<file path="config.mk">
export PLATFORM = sky130hd
export DESIGN_NAME = signed_int_to_decimal_ascii
export DESIGN_NICKNAME = d
export VERILOG_FILES = /design/src/sitda_pkg.sv /design/src/sitda_dabble_stage.sv /design/src/sitda_serializer.sv /design/src/signed_int_to_decimal_ascii.sv
export SDC_FILE = /design/constraint.sdc
export NUM_CORES = 1
export LEC_CHECK = 0
export BUFFER_PORTS_ARGS = -buffer_cell sky130_fd_sc_hd__buf_2
export CAP_MARGIN = 0
export CORE_MARGIN = 10
export CORE_UTILIZATION = 35
export DETAILED_ROUTE_END_ITERATION = 7
export GPL_ROUTABILITY_DRIVEN = 1
export GPL_TIMING_DRIVEN = 0
export PLACE_DENSITY = 0.47
export SLEW_MARGIN = 20
export SYNTH_ARGS = -nofsm -noshare
export SYNTH_HDL_FRONTEND = slang
export SYNTH_SLANG_ARGS = --single-unit
export TNS_END_PERCENT = 5
</file>
<file path="constraint.sdc">
create_clock -name aclk -period 6.9 [get_ports aclk]
set_clock_uncertainty 0.15 [all_clocks]
set_input_delay 0 -clock aclk [delete_from_list [all_inputs] [get_ports aclk]]
set_output_delay 0 -clock aclk [all_outputs]
set_load 0.02 [all_outputs]
</file>
<file path="src/sitda_pkg.sv">
// Shared types, character codes and the BCD digit correction.
`timescale 1ns / 1ps
package sitda_pkg;

    typedef logic [7:0] char_t;
    typedef logic [3:0] digit_t;

    localparam int DIGIT_BITS = 4;
    localparam int BITS_PER_STAGE = 4;

    localparam char_t CHAR_ZERO = 8'd48;
    localparam char_t CHAR_MINUS = 8'd45;

    function automatic digit_t add3(input digit_t d);
        return (d >= 4'd5) ? digit_t'(d + 4'd3) : d;
    endfunction

endpackage

</file>
<file path="src/sitda_dabble_stage.sv">
// One pipeline stage of the shift-and-add-3 binary to BCD conversion.
`timescale 1ns / 1ps
module sitda_dabble_stage
    import sitda_pkg::*;
#(
    parameter int NUM_DIGITS = 10,
    parameter int PAD_BITS = 32
) (
    input  logic                             aclk,
    input  logic                             aresetn,
    input  logic                             in_valid,
    output logic                             in_ready,
    input  logic                             in_neg,
    input  logic [NUM_DIGITS*DIGIT_BITS-1:0] in_bcd,
    input  logic [PAD_BITS-1:0]              in_rem,
    output logic                             out_valid,
    input  logic                             out_ready,
    output logic                             out_neg,
    output logic [NUM_DIGITS*DIGIT_BITS-1:0] out_bcd,
    output logic [PAD_BITS-1:0]              out_rem
);

    localparam int BCD_BITS = NUM_DIGITS * DIGIT_BITS;

    logic                valid_reg;
    logic                neg_reg;
    logic [BCD_BITS-1:0] bcd_reg;
    logic [BCD_BITS-1:0] bcd_next;
    logic [PAD_BITS-1:0] rem_reg;
    logic [PAD_BITS-1:0] rem_next;

    assign in_ready  = !valid_reg || out_ready;
    assign out_valid = valid_reg;
    assign out_neg   = neg_reg;
    assign out_bcd   = bcd_reg;
    assign out_rem   = rem_reg;

    always_comb begin
        bcd_next = in_bcd;
        rem_next = in_rem;
        for (int s = 0; s < BITS_PER_STAGE; s++) begin
            for (int d = 0; d < NUM_DIGITS; d++) begin
                bcd_next[d*DIGIT_BITS +: DIGIT_BITS] = add3(bcd_next[d*DIGIT_BITS +: DIGIT_BITS]);
            end
            bcd_next = {bcd_next[BCD_BITS-2:0], rem_next[PAD_BITS-1]};
            rem_next = {rem_next[PAD_BITS-2:0], 1'b0};
        end
    end

    always_ff @(posedge aclk) begin
        if (!aresetn) begin
            valid_reg <= 1'b0;
        end else if (in_ready) begin
            valid_reg <= in_valid;
        end
        if (in_valid && in_ready) begin
            neg_reg <= in_neg;
            bcd_reg <= bcd_next;
            rem_reg <= rem_next;
        end
    end

endmodule

</file>
<file path="src/sitda_serializer.sv">
// Character serializer: sign, then significant digits, one beat per cycle while m_ready is high.
`timescale 1ns / 1ps
module sitda_serializer
    import sitda_pkg::*;
#(
    parameter int NUM_DIGITS = 10
) (
    input  logic                             aclk,
    input  logic                             aresetn,
    input  logic                             in_valid,
    output logic                             in_ready,
    input  logic                             in_neg,
    input  logic [NUM_DIGITS*DIGIT_BITS-1:0] in_bcd,
    output logic                             m_valid,
    input  logic                             m_ready,
    output logic [7:0]                       m_character,
    output logic                             m_last
);

    localparam int BCD_BITS = NUM_DIGITS * DIGIT_BITS;
    localparam int IDX_BITS = $clog2(NUM_DIGITS);

    function automatic logic [IDX_BITS-1:0] msd_index(input logic [BCD_BITS-1:0] bcd);
        logic [IDX_BITS-1:0] idx;
        idx = '0;
        for (int k = 0; k < NUM_DIGITS; k++) begin
            if (bcd[k*DIGIT_BITS +: DIGIT_BITS] != '0) begin
                idx = IDX_BITS'(k);
            end
        end
        return idx;
    endfunction

    logic                busy_reg;
    logic                sign_reg;
    logic [IDX_BITS-1:0] idx_reg;
    logic [BCD_BITS-1:0] bcd_reg;
    digit_t              digit;
    logic                load;

    assign digit       = bcd_reg[idx_reg*DIGIT_BITS +: DIGIT_BITS];
    assign m_valid     = busy_reg;
    assign m_last      = busy_reg && !sign_reg && (idx_reg == '0);
    assign m_character = sign_reg ? CHAR_MINUS : char_t'(CHAR_ZERO + char_t'(digit));
    assign in_ready    = !busy_reg || (m_ready && m_last);
    assign load        = in_valid && in_ready;

    always_ff @(posedge aclk) begin
        if (!aresetn) begin
            busy_reg <= 1'b0;
            sign_reg <= 1'b0;
            idx_reg  <= '0;
        end else if (load) begin
            busy_reg <= 1'b1;
            sign_reg <= in_neg;
            idx_reg  <= msd_index(in_bcd);
        end else if (busy_reg && m_ready) begin
            if (sign_reg) begin
                sign_reg <= 1'b0;
            end else if (idx_reg == '0) begin
                busy_reg <= 1'b0;
            end else begin
                idx_reg <= idx_reg - 1'b1;
            end
        end
        if (load) begin
            bcd_reg <= in_bcd;
        end
    end

endmodule

</file>
<file path="src/signed_int_to_decimal_ascii.sv">
// Signed integer to decimal ASCII converter, top level.
// Each value beat on s_ becomes its decimal text on m_: a '-' for negative values, then the
// digits of the magnitude with no leading zeros (zero gives a single '0'); m_last marks the
// final character. A value passes a sign/magnitude register, one shift-and-add-3 stage per
// four magnitude bits (eight stages at 32 bits), then the character serializer's register
// before its first character appears. The serializer sends one character per cycle while
// m_ready is high and takes the next value on the cycle its last character is taken, so a
// value holds the output for one character each for its sign, if negative, and its digits;
// the stages in front keep accepting values until they fill.
`timescale 1ns / 1ps
module signed_int_to_decimal_ascii
    import sitda_pkg::*;
#(
    parameter int VALUE_BITS = 32
) (
    input  logic                         aclk,
    input  logic                         aresetn,
    input  logic                         s_valid,
    output logic                         s_ready,
    input  logic signed [VALUE_BITS-1:0] s_value,
    output logic                         m_valid,
    input  logic                         m_ready,
    output logic [7:0]                   m_character,
    output logic                         m_last
);

    localparam int NUM_DIGITS = ((VALUE_BITS - 1) * 30103) / 100000 + 1;
    localparam int NUM_STAGES = (VALUE_BITS + BITS_PER_STAGE - 1) / BITS_PER_STAGE;
    localparam int PAD_BITS   = NUM_STAGES * BITS_PER_STAGE;
    localparam int BCD_BITS   = NUM_DIGITS * DIGIT_BITS;

    logic                  front_valid_reg;
    logic                  front_neg_reg;
    logic [VALUE_BITS-1:0] front_mag_reg;
    logic [VALUE_BITS-1:0] raw;
    logic [VALUE_BITS-1:0] mag_next;

    logic [NUM_STAGES:0]   st_valid;
    logic [NUM_STAGES:0]   st_ready;
    logic [NUM_STAGES:0]   st_neg;
    logic [BCD_BITS-1:0]   st_bcd [NUM_STAGES+1];
    logic [PAD_BITS-1:0]   st_rem [NUM_STAGES+1];

    assign raw      = s_value;
    assign mag_next = raw[VALUE_BITS-1] ? (~raw + 1'b1) : raw;
    assign s_ready  = !front_valid_reg || st_ready[0];

    always_ff @(posedge aclk) begin
        if (!aresetn) begin
            front_valid_reg <= 1'b0;
        end else if (s_ready) begin
            front_valid_reg <= s_valid;
        end
        if (s_valid && s_ready) begin
            front_neg_reg <= raw[VALUE_BITS-1];
            front_mag_reg <= mag_next;
        end
    end

    assign st_valid[0] = front_valid_reg;
    assign st_neg[0]   = front_neg_reg;
    assign st_bcd[0]   = '0;
    assign st_rem[0]   = PAD_BITS'(front_mag_reg);

    for (genvar i = 0; i < NUM_STAGES; i++) begin : g_stage
        sitda_dabble_stage #(
            .NUM_DIGITS (NUM_DIGITS),
            .PAD_BITS   (PAD_BITS)
        ) u_stage (
            .aclk      (aclk),
            .aresetn   (aresetn),
            .in_valid  (st_valid[i]),
            .in_ready  (st_ready[i]),
            .in_neg    (st_neg[i]),
            .in_bcd    (st_bcd[i]),
            .in_rem    (st_rem[i]),
            .out_valid (st_valid[i+1]),
            .out_ready (st_ready[i+1]),
            .out_neg   (st_neg[i+1]),
            .out_bcd   (st_bcd[i+1]),
            .out_rem   (st_rem[i+1])
        );
    end

    sitda_serializer #(
        .NUM_DIGITS (NUM_DIGITS)
    ) u_serializer (
        .aclk        (aclk),
        .aresetn     (aresetn),
        .in_valid    (st_valid[NUM_STAGES]),
        .in_ready    (st_ready[NUM_STAGES]),
        .in_neg      (st_neg[NUM_STAGES]),
        .in_bcd      (st_bcd[NUM_STAGES]),
        .m_valid     (m_valid),
        .m_ready     (m_ready),
        .m_character (m_character),
        .m_last      (m_last)
    );

endmodule

</file>
==> impl_metrics.tcl <==
set metrics [dict create \
    status "finished clean" \
    antenna_found_initial 1 \
    cp_top_family "simple AND/OR/NAND/NOR gates" \
    gr-total-overflow 0 \
    crit_required_ns 6.99 \
    synthCells 3136 \
    drive_above_1_share_pct 9.66 \
    cp_cell_sequence "clkbuf_1 > buf_1 > inv_1 > ha_1 > nor4b_1 > a21boi_0 > and2_1 > and3_1 > and3_1 > and2_1 > clkbuf_1 > nand4_1 > and2_2" \
    fp.dieH_um 310 \
    path_depth 13 \
    io_buffer_count 43 \
    synth_edf_count 378 \
    fmax_mhz 187 \
    synth_async_sr_flop_share_pct 0 \
    synth-seq-cells 393 \
    fp.dieW_um 310 \
    clockBufferDepth 3 \
    critPathSlowestCell "buf_1" \
    drv_slew 0 \
    num_io_pins 47 \
    worstSetupPathType "register to register" \
    pwr-share-seq_pct 41.1 \
    final-setup-viol-count 0 \
    internal_power_mw 4.94 \
    synthAdderAreaFrac_pct 6.28 \
    path_clk_slew_ns 0.06 \
    numCtsBuffers 49 \
    wirelength_um 63100 \
    synthMuxAreaShare_pct 5.97 \
    std_cell_rows 106 \
    synth-simple-area-share_pct 13.5 \
    power.total_mw 6.77 \
    combinationalPowerShare_pct 19.0 \
    place_hpwl_um 47000 \
    insertion_delay_ns 0.59 \
    htree_levels 2 \
    hold_viol 0 \
    clock-sinks 393 \
    fp.dieArea_um2 96300 \
    avgRoutedWirePerCell_um 14.3 \
    critPathArrivalTime_ns 5.43 \
    synth-xor-area-share_pct 5.65 \
    tightest_slew_ns 0.926 \
    nFillCells 8152 \
    power_leakage_nw 12.1 \
    avgSynthCellArea_um2 9.40 \
    ys_warn_count 0 \
    grt_pass1_wl_um 109000 \
    cp-startpoint "u_serializer.idx_reg[0]" \
    cts_root_buffer "clkbuf_16" \
    synthDistinctLibCells 104 \
    core_area_um2 83600 \
    placed_cell_area_um2 31400 \
    hold_class "input port to register" \
    drc 0 \
    powerDensity_nw_per_um2 201 \
    seq_area_frac_synth_pct 39.5 \
    worstReg2RegStart "u_serializer.idx_reg[0]" \
    place.gp.congestion 0.821 \
    synth_top_family_by_area "compound AO/OA/AOI/OAI gates" \
    post-route-min-period_ns 5.34 \
    grt_max_degree 34 \
    fin_crit_sh_pct 77.4 \
    post_drt_via_cell_ratio 5.41 \
    detail-route-antenna-nets 0 \
    ir_drop_v 0.000190 \
    slowest_delay_ns 0.60 \
    first_global_vias 23100 \
    timing.slew.headroom_pct 37.8 \
    cap_violations 0 \
    cts_tree "built" \
    synthFlopType "edfxtp_1" \
    initial_core_util_pct 35.3 \
    hp-start "s_value[31]" \
    drtIter0Drc 1445 \
    rsz0062_at_grt "no" \
    reg2regPathDepth 13 \
    nets 3487 \
    critPathLaunchType "register" \
    syn_to_final_growth_pct 14.4 \
    worstPathMaxFanout 33 \
    detail_route.first_pass.iterations 7 \
    grt_usage_pct 12.9 \
    netlist_area_um2 29500 \
    switching_share_pct 27.1 \
    whs_path_depth 2 \
    cp-end-kind "register" \
    largest_reg_flops 185 \
    clkPwrFrac_pct 39.9 \
    crit_buf_inv 4 \
    vias 23900 \
    p_switching_mw 1.84 \
    synth-compound-area-share_pct 25.1 \
    final_area_um2 33700 \
]
-- per-layer routing --
layer	global-route usage (%)	vias to the layer above	share of wire, %
met1	15.5	11300	44
met3	1.58	92	2.8
li1	-	12200	-
met5	0	-	0
met2	23.9	352	51
met4	3.74	0	2.3
-- stage by stage --
stage | std cells | setup TNS, ns | hold WS (ns) | util [%] | setup WS, ns
floorplan | 3137 | 0 | -0.0511 | - | 1.24
global placement | 4260 | -78.76 | 0.0854 | 37.2 | -0.792
detailed placement | 4270 | 0 | 0.0927 | 37.6 | 1.52
CTS | 4422 | 0 | 0.0874 | 40.4 | 1.50
global route | 4423 | 0 | 0.123 | 40.4 | 1.02
finish | 4423 | 0 | 0.134 | 40.4 | 1.56
-- synth_stat cells (all sizes together) (12+ instances only) --
cell type / instances / area (µm²)
nor3b: 46 / 357
nor3: 47 / 235
dfxtp: 15 / 300
edfxtp: 378 / 11400
o31ai: 24 / 180
nor2: 206 / 773
a21boi: 24 / 184
buf: 15 / 91.3
or2: 15 / 93.9
nand3: 48 / 240
o221ai: 12 / 111
nand2: 203 / 762
xor2: 34 / 298
inv: 203 / 764
o21bai: 18 / 135
or3: 23 / 144
o21a: 40 / 302
a22oi: 17 / 133
and3: 15 / 98.8
xnor2: 151 / 1370
mux2: 60 / 679
a22o: 17 / 149
o22ai: 44 / 282
nor4: 17 / 106
o211ai: 24 / 185
a211oi: 42 / 330
mux2i: 89 / 902
clkbuf: 79 / 297
a31oi: 90 / 584
and2: 24 / 153
ha: 148 / 1850
a21oi: 307 / 1630
o21ai: 317 / 1590
a31o: 22 / 193
a21o: 30 / 225
nand2b: 83 / 519
nor2b: 46 / 288
o32ai: 12 / 113
-- cell type report --
class,count,area [µm²],share of cell area (%)
Sequential cell,393,11700,34.5
Tap cell,1080,1350,4.01
Inverter,203,764,2.27
Buffer,94,389,1.15
Multi-Input combinational cell,2447,16800,49.7
Clock inverter,34,438,1.30
Antenna cell,1,2.50,0.00742
Clock buffer,56,1280,3.81
Timing Repair Buffer,115,1080,3.21
-- kinds of logic after synthesis --
family | Yosys count
AOI/OAI and AO/OA | 1153
xor gates and xnor gates | 185
adders and majority gates | 148
buffers and inverters | 297
DFF | 393
muxes | 157
other | 2
and+or+nand+nor | 801
-- power by group through the flow --
stage / Clock [mW] / Combinational [mW] / Sequential, mW
final: 2.71 / 1.29 / 2.78
after global routing: 2.90 / 1.47 / 2.79
after CTS: 2.81 / 1.29 / 2.78
after detailed placement: 0 / 1.25 / 2.83
after global placement: 0 / 1.20 / 2.83
after floorplan: 0 / 0.998 / 2.82
-- repair_timing --
action                    4_1_cts  5_1_grt
gates resized for setup         0        0
buffers inserted                0        0
hold buffers                   62        0
hold endpoints to repair       46        0
-- placed cells by master, fill, tap and decap left out, drive strengths merged, types with 18 or more instances in the layout --
cell and instances:
dlygate4sd3 62, o22ai 44, o21ai 317, nand3 48, o21a 40, o21bai 18, nand2 203, a31oi 90
and2 24, or3 23, a21boi 24, a211oi 42, o211ai 24, a31o 22, nand2b 83, a21oi 307
buf 68, xor2 34, mux2 60, nor3b 46, ha 148, inv 211, nor2b 46, o31ai 24
clkbuf 135, nor3 47, nor2 206, mux2i 89, edfxtp 378, a21o 30, xnor2 151
-- final timing paths --
| kind | to | slack (ns) |
|---|---|---|
| setup reg to reg | front_mag_reg[20] | 1.56 |
| setup / recovery | front_mag_reg[20] | 1.56 |
| hold / removal | front_neg_reg | 0.13 |
| hold reg to reg | g_stage[1].u_stage.out_rem[19] | 0.26 |
(Power assumes the default switching activity.)
